--- src/hw/rtl/tgr_pkg.sv ---
package tgr_pkg;

    localparam int unsigned CODE_W       = 8;
    localparam int unsigned ROW_W        = 4;
    localparam int unsigned PIX_W        = 16;
    localparam int unsigned NARROW_W     = 8;
    localparam int unsigned ATTR_W       = 4;

    localparam logic [6:0] CODE_LOW  = 7'h21;
    localparam logic [6:0] CODE_HIGH = 7'h7e;

    localparam logic [ROW_W-1:0] UNDERLINE_ROW = 4'd14;

    // attribute bit positions
    localparam int unsigned ATTR_INVERSE   = 0;
    localparam int unsigned ATTR_UNDERLINE = 1;
    localparam int unsigned ATTR_HEAVY     = 2;

    typedef struct packed {
        logic [CODE_W-1:0] lead_byte;
        logic [CODE_W-1:0] char_byte;
        logic [ROW_W-1:0]  glyph_row;
        logic [PIX_W-1:0]  font_bits;
        logic [ATTR_W-1:0] attributes;
    } glyph_req_t;

    typedef struct packed {
        logic [PIX_W-1:0] pixels;
        logic             is_wide;
    } glyph_res_t;

endpackage

--- src/hw/rtl/tgr_row_if.sv ---
interface tgr_row_if;
    import tgr_pkg::*;

    logic              valid;
    logic              ready;
    logic [CODE_W-1:0] lead_byte;
    logic [CODE_W-1:0] char_byte;
    logic [ROW_W-1:0]  glyph_row;
    logic [PIX_W-1:0]  font_bits;
    logic [ATTR_W-1:0] attributes;

    modport source (
        output valid, lead_byte, char_byte, glyph_row, font_bits, attributes,
        input  ready
    );

    modport sink (
        input  valid, lead_byte, char_byte, glyph_row, font_bits, attributes,
        output ready
    );
endinterface

--- src/hw/rtl/tgr_pix_if.sv ---
interface tgr_pix_if;
    import tgr_pkg::*;

    logic             valid;
    logic             ready;
    logic [PIX_W-1:0] pixels;
    logic             is_wide;

    modport source (
        output valid, pixels, is_wide,
        input  ready
    );

    modport sink (
        input  valid, pixels, is_wide,
        output ready
    );
endinterface

--- src/hw/rtl/tgr_render.sv ---
module tgr_render (
    input  tgr_pkg::glyph_req_t req,
    output tgr_pkg::glyph_res_t res
);
    import tgr_pkg::*;

    logic             wide;
    logic [6:0]       hi;
    logic [6:0]       lo;
    logic [PIX_W-1:0] mask;
    logic [PIX_W-1:0] base;
    logic [PIX_W-1:0] bold;
    logic [PIX_W-1:0] beside;
    logic [PIX_W-1:0] uline;
    logic [PIX_W-1:0] final_row;

    always_comb
    begin
        hi   = req.lead_byte[6:0];
        lo   = req.char_byte[6:0];
        wide = (hi >= CODE_LOW) && (hi <= CODE_HIGH) && (lo >= CODE_LOW) && (lo <= CODE_HIGH);
        mask = wide ? {PIX_W{1'b1}} : {{(PIX_W-NARROW_W){1'b0}}, {NARROW_W{1'b1}}};
        base = req.font_bits & mask;

        bold = req.attributes[ATTR_HEAVY] ? ((base | (base >> 1)) & mask) : base;

        // gap of one pixel on either side of every stroke
        beside = ((bold << 1) | (bold >> 1)) & ~bold;
        uline  = (req.attributes[ATTR_UNDERLINE] && (req.glyph_row == UNDERLINE_ROW))
               ? (~beside & mask) : bold;

        final_row = req.attributes[ATTR_INVERSE] ? (~uline & mask) : uline;

        res.pixels  = final_row;
        res.is_wide = wide;
    end
endmodule

--- src/hw/rtl/text_glyph_row_attribute_render_unit.sv ---
// Glyph row renderer: takes one raster row per transaction (codes, row index,
// font row data, attributes) and returns the row's pixels, msb leftmost, plus
// a wide flag. Throughput is one row per clock while the result side accepts;
// each row passes through the input register, the render logic and the
// result register in turn. Ready depends combinationally on the result side's
// ready, so a full pipe keeps streaming under continuous downstream acceptance.
module text_glyph_row_attribute_render_unit (
    input  logic             clk,
    input  logic             rst_n,
    tgr_row_if.sink          row,
    tgr_pix_if.source        result
);
    import tgr_pkg::*;

    logic       in_valid_reg;
    glyph_req_t in_data_reg;
    logic       out_valid_reg;
    glyph_res_t out_data_reg;
    glyph_res_t render_res;
    logic       out_advance;
    logic       in_advance;

    tgr_render u_render (
        .req (in_data_reg),
        .res (render_res)
    );

    assign out_advance = !out_valid_reg || result.ready;
    assign in_advance  = !in_valid_reg || out_advance;
    assign row.ready   = in_advance;

    always_ff @(posedge clk or negedge rst_n)
    begin
        if (!rst_n)
        begin
            in_valid_reg  <= 1'b0;
            out_valid_reg <= 1'b0;
        end
        else
        begin
            if (in_advance)
            begin
                in_valid_reg <= row.valid;
            end
            if (out_advance)
            begin
                out_valid_reg <= in_valid_reg;
            end
        end
    end

    always_ff @(posedge clk)
    begin
        if (in_advance && row.valid)
        begin
            in_data_reg.lead_byte  <= row.lead_byte;
            in_data_reg.char_byte  <= row.char_byte;
            in_data_reg.glyph_row  <= row.glyph_row;
            in_data_reg.font_bits  <= row.font_bits;
            in_data_reg.attributes <= row.attributes;
        end
        if (out_advance && in_valid_reg)
        begin
            out_data_reg <= render_res;
        end
    end

    assign result.valid   = out_valid_reg;
    assign result.pixels  = out_data_reg.pixels;
    assign result.is_wide = out_data_reg.is_wide;

    a_accept_fills_input: assert property (@(posedge clk) disable iff (!rst_n)
        (row.valid && row.ready) |=> in_valid_reg)
        else $error("accepted row not held in input register");

    a_input_moves_to_result: assert property (@(posedge clk) disable iff (!rst_n)
        (in_valid_reg && out_advance) |=> out_valid_reg)
        else $error("input item lost on the way to the result register");

    a_stall_only_when_full: assert property (@(posedge clk) disable iff (!rst_n)
        !row.ready |-> (in_valid_reg && out_valid_reg && !result.ready))
        else $error("input stalled with room in the pipe");

    a_narrow_upper_zero: assert property (@(posedge clk) disable iff (!rst_n)
        (out_valid_reg && !out_data_reg.is_wide) |-> (out_data_reg.pixels[15:8] == 8'h00))
        else $error("narrow glyph has upper pixels set");
endmodule
--- src/flat_wrapper.sv ---
// flat-port wrapper written by rule: the top's interface ports become plain ports
module text_glyph_row_attribute_render_unit_flat import tgr_pkg::*;
  (clk, rst_n, row_valid, row_lead_byte, row_char_byte, row_glyph_row, row_font_bits, row_attributes, row_ready, result_valid, result_pixels, result_is_wide, result_ready);
  tgr_row_if row_i ();
  tgr_pix_if result_i ();
  input  logic clk;
  input  logic rst_n;
  input wire logic [$bits(row_i.valid)-1:0] row_valid;
  input wire logic [$bits(row_i.lead_byte)-1:0] row_lead_byte;
  input wire logic [$bits(row_i.char_byte)-1:0] row_char_byte;
  input wire logic [$bits(row_i.glyph_row)-1:0] row_glyph_row;
  input wire logic [$bits(row_i.font_bits)-1:0] row_font_bits;
  input wire logic [$bits(row_i.attributes)-1:0] row_attributes;
  output wire logic [$bits(row_i.ready)-1:0] row_ready;
  output wire logic [$bits(result_i.valid)-1:0] result_valid;
  output wire logic [$bits(result_i.pixels)-1:0] result_pixels;
  output wire logic [$bits(result_i.is_wide)-1:0] result_is_wide;
  input wire logic [$bits(result_i.ready)-1:0] result_ready;
  assign row_i.valid = row_valid;
  assign row_i.lead_byte = row_lead_byte;
  assign row_i.char_byte = row_char_byte;
  assign row_i.glyph_row = row_glyph_row;
  assign row_i.font_bits = row_font_bits;
  assign row_i.attributes = row_attributes;
  assign row_ready = row_i.ready;
  assign result_valid = result_i.valid;
  assign result_pixels = result_i.pixels;
  assign result_is_wide = result_i.is_wide;
  assign result_i.ready = result_ready;
  text_glyph_row_attribute_render_unit u_core (.clk(clk), .rst_n(rst_n), .row(row_i), .result(result_i));
endmodule
--- config.mk ---
export PLATFORM = sky130hd
export DESIGN_NAME = text_glyph_row_attribute_render_unit_flat
export DESIGN_NICKNAME = d
export VERILOG_FILES = /design/src/hw/rtl/tgr_pkg.sv /design/src/hw/rtl/tgr_row_if.sv /design/src/hw/rtl/tgr_pix_if.sv /design/src/hw/rtl/tgr_render.sv /design/src/hw/rtl/text_glyph_row_attribute_render_unit.sv /design/src/flat_wrapper.sv
export SDC_FILE = /design/constraint.sdc
export NUM_CORES = 1
export LEC_CHECK = 0
export BUFFER_PORTS_ARGS = -buffer_cell sky130_fd_sc_hd__buf_2
export CORE_MARGIN = 2
export CORE_UTILIZATION = 52
export DETAILED_ROUTE_END_ITERATION = 8
export GPL_TIMING_DRIVEN = 0
export MAX_ROUTING_LAYER = met4
export PLACE_DENSITY_LB_ADDON = 0.05
export RECOVER_POWER = 50
export REMOVE_ABC_BUFFERS = 1
export SYNTH_ARGS = -nofsm -noshare
export SYNTH_HDL_FRONTEND = slang
export SYNTH_SLANG_ARGS = --single-unit
--- constraint.sdc ---
create_clock -name clk -period 2.75 [get_ports clk]
set_input_delay 0.1375 -clock clk [delete_from_list [all_inputs] [get_ports clk]]
set_output_delay 0.1375 -clock clk [all_outputs]
set_load 0.02 [all_outputs]
# --- Word-level counts from Yosys, hierarchy flattened ---
# Cells that the tools add are included.
op_classes:
  magnitude_cmp: 4
  eq_ne: 1
  n_bitwise: 10
  muxes: 4
  n_reduce_logical: 10
op_table:
  columns: ["operator", "count"]
  rows:
  - ["$and A16 B16 Y16", 5]
  - ["$mux W16", 4]
  - ["$not A16 Y16", 3]
  - ["$or A16 B15 Y16", 2]
  - ["$ge A7 B6 Y1 const B", 2]
  - ["$le A7 B7 Y1 const B", 2]
  - ["$logic_and A1 B1 Y1", 6]
  - ["$eq A4 B4 Y1 const B", 1]
  - ["$logic_not A1 Y1", 2]
  - ["$logic_or A1 B1 Y1", 2]
totals:
  reg_bits: 56
  elab_cells: 38
  inputBits: 44

# --- Longest topological paths before layout ---
# Gate-level depths: netlist (run 1).
depth:
  word_depth: 17
  depth_mapped: 6

# --- Modules after synthesis ---
# A second synthesis (run 1) with hierarchy kept.
unflattened:
  cells_unflattened: 155
  area_unflattened_um2: 2417.3
modules_own_cells:
  columns: ["mod", "area_per_inst_um2", "cells_each", "n_inst"]
  rows:
  - ["text_glyph_row_attribute_render_unit", 1815.5, 65, 1]
  - ["tgr_render", 601.8, 90, 1]

# --- Worst setup path before layout (run 1) ---
# No wires, ideal clock.
synth_timing:
  path_kind: "reg-to-reg"
  from: "register u_core.out_valid_reg, in the netlist u_core.result.valid"
  to: "register u_core.in_data_reg[0] (netlist bit) (enable)"
  n_path_buf: 0
  path_slack_ps: 668
  arrival_ps: 1684
  stages_incl_launch_ff: 3
  setup_ps: 398
  path_cell_list: "dfrtp_1 nand3b_1 and2_1"
synth_between:
  elab_chain_len: 4
synth_rtl:
  columns: ["element", "line_no", "rtl"]
  rows:
  - ["start: declaration", "text_glyph_row_attribute_render_unit.sv:17", "logic out_valid_reg;"]
  - ["start signal: assignment", "text_glyph_row_attribute_render_unit.sv:47", "out_valid_reg <= in_valid_reg;"]
  - ["$logic_not A1 Y1", "text_glyph_row_attribute_render_unit.sv:28", "assign out_advance = !out_valid_reg || result.ready;"]
  - ["$logic_or A1 B1 Y1", "text_glyph_row_attribute_render_unit.sv:28", null]
  - ["$logic_or A1 B1 Y1", "text_glyph_row_attribute_render_unit.sv:29", "assign in_advance = !in_valid_reg || out_advance;"]
  - ["net row_ready", "flat_wrapper.sv:14", "output wire logic [$bits(row_i.ready)-1:0] row_ready;"]
  - ["$logic_and A1 B1 Y1", "text_glyph_row_attribute_render_unit.sv:54", "if (in_advance && row.valid)"]
  - ["end: declaration", "text_glyph_row_attribute_render_unit.sv:16", "glyph_req_t in_data_reg;"]
# The timed path passes the listed nets, and every way through them passes these cells.
# A chain may end at the register's enable or synchronous reset.

==> impl_metrics.py, run 1 <==
metrics = {
    "synth": {
        "yosys_warnings": 0,
        "ys_types": 31,
        "async_flop_share": 0.0357,
        "syn_avg_cell_area_um2": 15.7,
        "synthSimpleGateAreaFrac": 0.0753,
        "synthCells": 147,
        "synth_mux_area_frac": 0.00488,
        "synth_top_family_by_area": "compound AO/OA/AOI/OAI gates",
        "synth_compound_area_frac": 0.122,
        "synthFlopType": "edfxtp_1",
        "synth_area_mm2": 0.00231,
        "synth_xor_area_frac": 0.0569,
        "yosysSeqAreaShare": 0.724,
        "yosys_register_bits": 56,
        "synthAdderAreaFrac": 0,
        "synth_edf_count": 54,
    },
    "clock_tree": {
        "cts_root_buf": "clkbuf_8",
        "clk_pin_slew_ps": 90,
        "cts_htree_levels": 2,
        "numCtsBuffers": 5,
        "cts_tree": "yes",
        "cts_buffer_depth": 2,
        "insertion_delay_ps": 300,
        "post_cts_buffers": 0,
        "cts.sinks": 56,
    },
    "floorplanning": {
        "io_pins": 63,
        "coreArea_mm2": 0.00432,
        "die_w_um": 70.6,
        "die_area_mm2": 0.00499,
        "initial_core_util": 0.534,
        "rows": 24,
        "dieHeight_um": 70.6,
    },
    "grt": {
        "track_usage": 0.168,
        "antenna_found_initial": 0,
        "overflow": 0,
        "met1_usage": 0.187,
        "grt_util_met2": 0.281,
        "grt_pass1_vias": 1470,
        "use_met3": 0.0527,
        "grt_start_max_net_pins": 38,
        "grt_pass1_wl_um": 6380,
        "gr-max-usage-layer": "met2",
    },
    "final_layout": {
        "final_common_cell": "edfxtp_1",
        "areaGrowthSynthToFinish_pct": 29.1,
        "drive_above_1_share": 0.209,
        "final-instance-count-excl-fill": 287,
        "n_antenna_cell": 0,
        "fin_nets": 278,
        "largest_reg_flops": 37,
        "layout_common_cells": "54 x edfxtp_1, 37 x buf_2, 26 x dlygate4sd3_1",
    },
    "critical_path": {
        "worst_setup_path_start_kind": "register",
        "crit_chain": "a21oi_1, a221oi_1, xnor2_1, nor2_1",
        "arrival_ps": 1980,
        "max_stage_delay_ps": 860,
        "required_ps": 2820,
        "critPathKind": "reg -> reg",
        "path_max_fanout": 26,
        "cp_slowest_cell": "edfxtp_1",
        "cp-end-kind": "register",
    },
    "power": {
        "power.density_mw_per_mm2": 604,
        "p_total_uw": 1800,
        "p_leak_uw": 0.00105,
        "worst_ir_drop_vdd_v": 0.000409,
    },
    "timing": {
        "finalCritPeriodShare": 0.696,
        "hold_violations": 0,
        "finalCriticalPeriod_ps": 1920,
        "setup_violations": 0,
        "slew_violations": 0,
        "fmax_mhz": 522,
        "fin_worst_skew_ps": 6.65,
        "worstMarginPinSlew_ps": 1100,
        "setup_tns_ps": 0,
        "rsz0062_at_grt": "no",
        "relSlewSlack": 0.269,
        "holdWs_ps": 7.82,
    },
    "min_path": {
        "hp-class": "in -> reg",
    },
    "placed_design": {
        "routabilityCongestion": 0.779,
        "dpl.cell_count": 253,
        "dp_hpwl_um": 2650,
        "port_buffers": 59,
    },
    "job": {
        "max_cap_violations": 0,
    },
    "detailed_routing": {
        "drc": 0,
        "drt_iter0_markers": 103,
        "vias_per_cell": 5.42,
        "dr.pass1.iters": 4,
        "wl_per_cell_um": 15.0,
        "via_count": 1555,
        "ant_nets": 0,
        "totalWireLength_um": 4310,
    },
    "outcome": {
        "outcome": "complete, no violations",
    },
}
## per-layer routing
layer / routed length, um / vias up
met5: 0 / -
met4: 72 / 0
met1: 1710 / 728
met3: 244 / 10
li1: - / 761
met2: 2280 / 56
## repair_timing
action                                  CTS  global route
gates resized for setup                   0             0
hold endpoints to repair                 11            16
endpoints found under the setup margin    0             0
hold buffers                             10            16
## per-stage QoR
step                      instance area (um^2)  worst slack [ps]  utilization
final                                     2980               835        0.690
after detailed placement                  2640               642        0.611
after floorplan                           2280               668            -
after CTS                                 2850               627        0.659
after global routing                      2980               673        0.690
after global placement                    2640               730        0.611
## worst paths after layout
kind                                            start                 endpoint  slack, ps  cells after the start
worst max-delay path            u_core.in_data_reg[2]  u_core.result.pixels[8]        830                      4
worst min-delay path                row_font_bits[13]   u_core.in_data_reg[17]          8                      1
worst max register to register  u_core.in_data_reg[2]  u_core.result.pixels[8]        830                      4
worst min register to register    u_core.in_valid_reg      u_core.result.valid        550                      1
max in group asynchronous                       rst_n      u_core.result.valid       2470                      2
min in group asynchronous                       rst_n      u_core.in_valid_reg        150                      2
## cell families after synthesis
kind of cell           count (synthesis)
AND/OR/NAND/NOR                       32
AO/OA/AOI/OAI                         35
flip-flops                            56
XOR/XNOR                              15
multiplexers                           1
buffers and inverters                  8
## Yosys cell counts, types with 3 or more instances
| library cell | count | area [um^2] |
|---|---|---|
| a211oi_1 | 7 | 52.6 |
| nor2_1 | 10 | 37.5 |
| nand2b_1 | 3 | 18.8 |
| nand4_1 | 3 | 18.8 |
| edfxtp_1 | 54 | 1620 |
| a211o_1 | 3 | 26.3 |
| clkbuf_1 | 3 | 11.3 |
| or4_1 | 3 | 22.5 |
| a21oi_1 | 4 | 20.0 |
| nor3_1 | 3 | 15.0 |
| xnor2_1 | 15 | 131 |
| a221oi_1 | 11 | 96.3 |
## critical path: cells and delay by family (launching register included)
family,cells,cell delay [ps]
xor+xnor,1,170
flops,1,860
simple gates,1,50
compound gates,2,590
## cell type report
class	instances	area, um^2
Inverter	3	11.3
Tap cell	52	65.1
Fill cell	315	1340
Timing Repair Buffer	85	528
Clock inverter	3	37.5
Clock buffer	5	68.8
Sequential cell	56	1670
Multi-Input combinational cell	83	601
## where the power goes
group / internal [uW] / switching [uW]
registers: 1020 / 44.6
logic: 102 / 124
clock network: 265 / 246
total: 1390 / 415
(Power assumes the default switching activity.)
==> inputs of run 2 (changes only) <==
--- a/config.mk
+++ b/config.mk
@@ -7,7 +7,7 @@
 export LEC_CHECK = 0
 export BUFFER_PORTS_ARGS = -buffer_cell sky130_fd_sc_hd__buf_2
 export CORE_MARGIN = 2
-export CORE_UTILIZATION = 52
+export CORE_UTILIZATION = 51
 export DETAILED_ROUTE_END_ITERATION = 8
 export GPL_TIMING_DRIVEN = 0
 export MAX_ROUTING_LAYER = met4
==> constraint.sdc (replaced) <==
create_clock -name clk -period 1.8 [get_ports clk]
set_input_delay 0.09 -clock clk [delete_from_list [all_inputs] [get_ports clk]]
set_output_delay 0.09 -clock clk [all_outputs]
set_load 0.02 [all_outputs]
==> run 2 against run 1 <==
  * Core utilization increased by 4.4 points
  * Total power grew 52%
  * Critical path type unchanged
  * Flip-flop and latch count is the same
  * Clock power rose by 40%
  * Worst setup slack got worse by 960 ps
  * Die area increased by 1.8%
  * Critical endpoint is now u_core.result.pixels[7]
  * Count of clock-buffer cells in the layout did not move
  * Via count up 7.1%
  * Register-to-register slack worse by 960 ps
  * Global-route usage grew 3.4 points
  * The flow now finishes with violations (negative setup slack)
==> impl_metrics.py, run 2 (synthesis results as in run 1) <==
metrics = {
    "outcome": {
        "outcome": "finished with violations",
        "violations": "negative setup slack",
    },
    "timing": {
        "finalCriticalPeriod_ps": 1930,
        "worstMarginPinSlew_ps": 809,
        "fin_worst_skew_ps": 12.2,
        "hold_violations": 0,
        "finalCritPeriodShare": 1.07,
        "holdWs_ps": 66.8,
        "finalWorstSetupSlack_ps": -129,
        "slew_violations": 0,
        "setup_violations": 10,
        "rsz0062_at_grt": "yes",
        "relSlewSlack": 0.461,
        "fmax_mhz": 518,
    },
    "final_layout": {
        "areaGrowthSynthToFinish_pct": 38.2,
        "n_antenna_cell": 0,
        "utilization": 0.733,
        "largest_reg_flops": 37,
        "drive_above_1_share": 0.258,
        "fin_nets": 299,
        "final_common_cell": "edfxtp_1",
        "layout_common_cells": "54 x edfxtp_1, 39 x dlygate4sd3_1, 38 x buf_2",
        "nFillCells": 290,
    },
    "critical_path": {
        "r2r_slack_ps": -130,
        "path_max_fanout": 5,
        "worst-r2r-cell-count": 6,
        "max_stage_delay_ps": 560,
        "required_ps": 1970,
        "cp-startpoint": "u_core.in_data_reg[26]",
        "cp_slowest_cell": "or4_4",
        "cp_common_cell": "or4_4",
        "crit_chain": "or4_4, nor3_4, or4_4, inv_4, a211o_1, o211ai_1",
        "path_depth": 6,
        "critPathKind": "reg -> reg",
        "reg2reg_from": "u_core.in_data_reg[26]",
        "crit_end": "u_core.result.pixels[7]",
        "path_buf_inv": 1,
        "worst_setup_path_start_kind": "register",
        "r2r-end": "u_core.result.pixels[7]",
        "arrival_ps": 2100,
        "cp-end-kind": "register",
        "cp_top_family": "simple AND/OR/NAND/NOR gates",
    },
    "clock_tree": {
        "cts_buffer_depth": 2,
        "clk_pin_slew_ps": 110,
        "numCtsBuffers": 5,
        "cts_tree": "yes",
        "cts_root_buf": "clkbuf_8",
        "cts.sinks": 56,
        "cts_htree_levels": 2,
        "insertion_delay_ps": 310,
    },
    "floorplanning": {
        "dieHeight_um": 71.3,
        "io_pins": 63,
        "die_w_um": 71.3,
        "initial_core_util": 0.530,
        "die_area_mm2": 0.00508,
        "coreArea_mm2": 0.00435,
        "rows": 24,
    },
    "placed_design": {
        "dp_hpwl_um": 2660,
        "routabilityCongestion": 0.738,
        "port_buffers": 59,
        "pre_cts_ws_ps": -371,
    },
    "detailed_routing": {
        "drc": 0,
        "dr.pass1.iters": 4,
        "wl_per_cell_um": 15.4,
        "totalWireLength_um": 4740,
        "via_count": 1666,
        "vias_per_cell": 5.41,
        "drt_iter0_markers": 85,
        "ant_nets": 0,
    },
    "grt": {
        "grt_pass1_wl_um": 7620,
        "grt_start_max_net_pins": 38,
        "grt_pass1_vias": 1707,
        "track_usage": 0.202,
        "antenna_found_initial": 0,
        "overflow": 0,
    },
    "min_path": {
        "hp-class": "in -> reg",
    },
    "power": {
        "power.density_mw_per_mm2": 856,
        "p_leak_uw": 0.00115,
        "worst_ir_drop_vdd_v": 0.000625,
    },
    "job": {
        "max_cap_violations": 0,
    },
}
[run 2: cell count changes in the layout (fill, tap and decap cells not counted), moves of 2 or more]
cell	delta
buf_4	+8
clkinv_1	-2
dlygate4sd3_1	+13
inv_6	+2
[run 2: metrics by stage]
| stage | total power (uW) | std cells | area (um^2) | TNS [ps] |
|---|---|---|---|---|
| CTS | 2740 | 307 | 3190 | -6.70 |
| global route | 2860 | 308 | 3190 | -1330 |
| detailed placement | 1960 | 253 | 2640 | -13900 |
| floorplan | 1840 | 142 | 2280 | -10440 |
| global placement | 1950 | 253 | 2640 | -8720 |
| finish | 2730 | 308 | 3190 | -663 |
[run 2: what timing repair did]
item | in CTS | in global routing
setup buffers | 7 | 1
pin swaps | 4 | 4
hold buffers | 39 | 0
resized for setup | 3 | 6
setup endpoints to repair | 42 | 15
endpoints found under the hold margin | 40 | 0
[run 2: power by group]
part / switching [uW] / internal (uW)
logic: 211 / 191
registers: 60.3 / 1560
clock network: 426 / 287
total: 698 / 2030
[run 2: worst min path at each step]
stage                       from                  end  slack, ps  depth (start not counted)
detailed placement         rst_n  u_core.result.valid       -120                          1
finish              result_ready  u_core.result.valid         70                          3
floorplan                  rst_n  u_core.in_valid_reg       -210                          0
global route        result_ready  u_core.result.valid         60                          3
CTS                 result_ready  u_core.result.valid         70                          3
global placement           rst_n  u_core.result.valid       -130                          1
[run 2: cell type report]
| type | instances | area, um^2 | share of cell area |
|---|---|---|---|
| Sequential cell | 56 | 1670 | 0.524 |
| Timing Repair Buffer | 106 | 719 | 0.225 |
| Multi-Input combinational cell | 83 | 628 | 0.197 |
| Clock buffer | 5 | 68.8 | 0.0216 |
| Tap cell | 52 | 65.1 | 0.0204 |
| Clock inverter | 3 | 26.3 | 0.00823 |
| Inverter | 3 | 13.8 | 0.00431 |
[run 2: layer usage]
layer | track usage | routed length, um | vias up
li1 | - | - | 804
met3 | 0.0520 | 276 | 7
met4 | 0.0797 | 62 | 0
met2 | 0.346 | 2550 | 73
met1 | 0.227 | 1840 | 782
met5 | - | 0 | -
[run 2: worst reg2reg max path: cells and delay by family, from the launching register on]
family,cells,cell delay (ps)
compound gates,2,330
buf+inv,1,50
flops,1,410
simple gates,3,990
==> inputs of run 3 (changes only) <==
--- a/config.mk
+++ b/config.mk
@@ -6,14 +6,17 @@
 export NUM_CORES = 1
 export LEC_CHECK = 0
 export BUFFER_PORTS_ARGS = -buffer_cell sky130_fd_sc_hd__buf_2
+export CELL_PAD_IN_SITES_DETAIL_PLACEMENT = 1
+export CELL_PAD_IN_SITES_GLOBAL_PLACEMENT = 1
 export CORE_MARGIN = 2
-export CORE_UTILIZATION = 51
+export CORE_UTILIZATION = 42
 export DETAILED_ROUTE_END_ITERATION = 8
 export GPL_TIMING_DRIVEN = 0
 export MAX_ROUTING_LAYER = met4
 export PLACE_DENSITY_LB_ADDON = 0.05
 export RECOVER_POWER = 50
 export REMOVE_ABC_BUFFERS = 1
+export SLEW_MARGIN = 5
 export SYNTH_ARGS = -nofsm -noshare
 export SYNTH_HDL_FRONTEND = slang
 export SYNTH_SLANG_ARGS = --single-unit
==> run 3 against run 2 <==
  * The flow still finishes with violations (negative setup slack)
  * Design area increased by 2.7%
  * Total power increased by 10%
  * Clock power increased by 37%
  * Combinational power increased by 5.0%
  * Cell count increased by 6.8%
  * Count of clock-buffer cells in the layout increased by 1
  * Largest power group unchanged
==> impl_metrics.py, run 3 (synthesis results as in run 1) <==
metrics = {
    "final_layout": {
        "final-instance-count-excl-fill": 329,
        "layout_common_cells": "54 x edfxtp_1, 39 x dlygate4sd3_1, 32 x buf_2",
        "largest_reg_flops": 37,
        "final_common_cell": "edfxtp_1",
        "seqCellArea_mm2": 0.00167,
        "nFillCells": 511,
        "fin_nets": 301,
        "areaGrowthSynthToFinish_pct": 42.0,
        "drive_above_1_share": 0.244,
        "multi_input_area_um2": 642,
    },
    "clock_tree": {
        "cts_buffer_depth": 2,
        "numCtsBuffers": 5,
        "cts_root_buf": "clkbuf_8",
        "cts.sinks": 56,
        "insertion_delay_ps": 320,
        "cts_tree": "yes",
        "cts_htree_levels": 2,
        "clk_pin_slew_ps": 110,
    },
    "job": {
        "max_cap_violations": 0,
    },
    "timing": {
        "fin_worst_skew_ps": 15.2,
        "finalCriticalPeriod_ps": 1880,
        "setup_violations": 10,
        "finalWorstSetupSlack_ps": -84.5,
        "fmax_mhz": 531,
        "setup_tns_ps": -562,
        "hold_violations": 0,
        "relSlewSlack": 0.434,
        "finalCritPeriodShare": 1.05,
        "rsz0062_at_grt": "yes",
        "worstMarginPinSlew_ps": 849,
        "slew_violations": 0,
    },
    "critical_path": {
        "r2r-end": "u_core.result.pixels[6]",
        "cp_slowest_cell": "or4_4",
        "cp-end-kind": "register",
        "r2r_slack_ps": -80,
        "worst-r2r-cell-count": 5,
        "path_max_fanout": 5,
        "required_ps": 1850,
        "critPathKind": "reg -> reg",
        "crit_chain": "nand3_1, o22ai_1, or4_4, o41ai_4, xnor2_1",
        "reg2reg_from": "u_core.in_data_reg[30]",
        "worst_setup_path_start_kind": "register",
        "arrival_ps": 1940,
        "max_stage_delay_ps": 560,
    },
    "floorplanning": {
        "die_w_um": 78.2,
        "die_area_mm2": 0.00611,
        "dieHeight_um": 78.2,
        "coreArea_mm2": 0.00520,
        "initial_core_util": 0.444,
        "rows": 26,
        "io_pins": 63,
    },
    "placed_design": {
        "dp_hpwl_um": 3070,
        "dpl.cell_count": 271,
        "routabilityCongestion": 0.776,
        "port_buffers": 59,
    },
    "power": {
        "power.density_mw_per_mm2": 920,
        "p_leak_uw": 0.00116,
        "p_total_uw": 3020,
        "worst_ir_drop_vdd_v": 0.000684,
    },
    "min_path": {
        "hp-class": "in -> reg",
        "holdPathStages": 3,
        "min_to": "u_core.result.valid",
        "hold_path.startpoint": "result_ready",
    },
    "detailed_routing": {
        "drc": 0,
        "vias_per_cell": 5.18,
        "ant_nets": 0,
        "wl_per_cell_um": 17.6,
        "totalWireLength_um": 5810,
        "drt_iter0_markers": 106,
        "dr.pass1.iters": 4,
        "via_count": 1705,
    },
    "outcome": {
        "violations": "negative setup slack",
        "outcome": "finished with violations",
    },
    "grt": {
        "track_usage": 0.208,
        "antenna_found_initial": 0,
        "overflow": 0,
        "grt_start_max_net_pins": 38,
        "grt_pass1_wl_um": 9350,
        "grt_pass1_vias": 1905,
    },
}
[run 3: cell types whose count changed in the layout (fill, tap and decap cells not counted), moves of 2 or more]
cell,previous run,this run
buf_1,0,2
bufinv_16,0,2
buf_2,38,32
clkbuf_1,21,26
inv_6,2,0
[run 3: worst max path at each step]
| stage | start | cells after the start | endpoint | slack, ps |
|---|---|---|---|---|
| 2_1_floorplan | u_core.result.valid | 2 | u_core.in_data_reg[0] | -280 |
| 3_3_place_gp | u_core.result.valid | 2 | u_core.in_data_reg[0] | -230 |
| 3_5_place_dp | u_core.in_data_reg[26] | 6 | u_core.result.pixels[7] | -190 |
| 4_1_cts | u_core.in_data_reg[28] | 6 | u_core.result.pixels[7] | -60 |
| 5_1_grt | u_core.in_data_reg[35] | 6 | u_core.result.pixels[7] | -160 |
| 6_report | u_core.in_data_reg[30] | 5 | u_core.result.pixels[6] | -80 |
[run 3: final cells by class]
cell class | count | share of cell area
antenna | 1 | 0.000763
clock buffer | 6 | 0.0221
multi-input combinational | 83 | 0.196
sequential | 56 | 0.510
clock inverter | 2 | 0.0183
inverter | 3 | 0.00420
tap | 70 | 0.0267
timing repair buffer | 108 | 0.223
[run 3: metal layers]
metal  up-vias  GRT usage  share of wire
met5         -          -              0
met4         0     0.0825          0.019
met3        12     0.0483          0.042
met2        63      0.377           0.55
met1       824      0.220           0.39
li1        806          -              -
[run 3: repair_timing]
action	CTS	global route
pin swaps	4	3
gates resized for setup	5	7
setup endpoints to repair	9	15
buffers inserted	9	2
hold buffers	39	0
hold endpoints to repair	40	0
[run 3: metrics by stage]
step | setup WS, ps | util | instance area, um^2 | hold slack (ps)
after CTS | -59.1 | 0.630 | 3280 | 85.8
after global routing | -156 | 0.630 | 3280 | 84.4
final | -84.5 | 0.630 | 3280 | 84.3
after floorplan | -282 | - | 2280 | -206
after detailed placement | -189 | 0.512 | 2670 | -114
after global placement | -230 | 0.512 | 2670 | -126
[run 3: worst max-delay path, delay by kind of cell (launching register included)]
family	cells	cell delay [ps]
simple gates	2	680
flops	1	440
compound gates	2	390
xor+xnor	1	110
[run 3: power by group]
part	switching, uW	internal [uW]	leakage [uW]	total (uW)
Combinational	226	195	0.000556	421
Clock	418	557	0.0000654	974
Sequential	64.2	1560	0.000542	1620
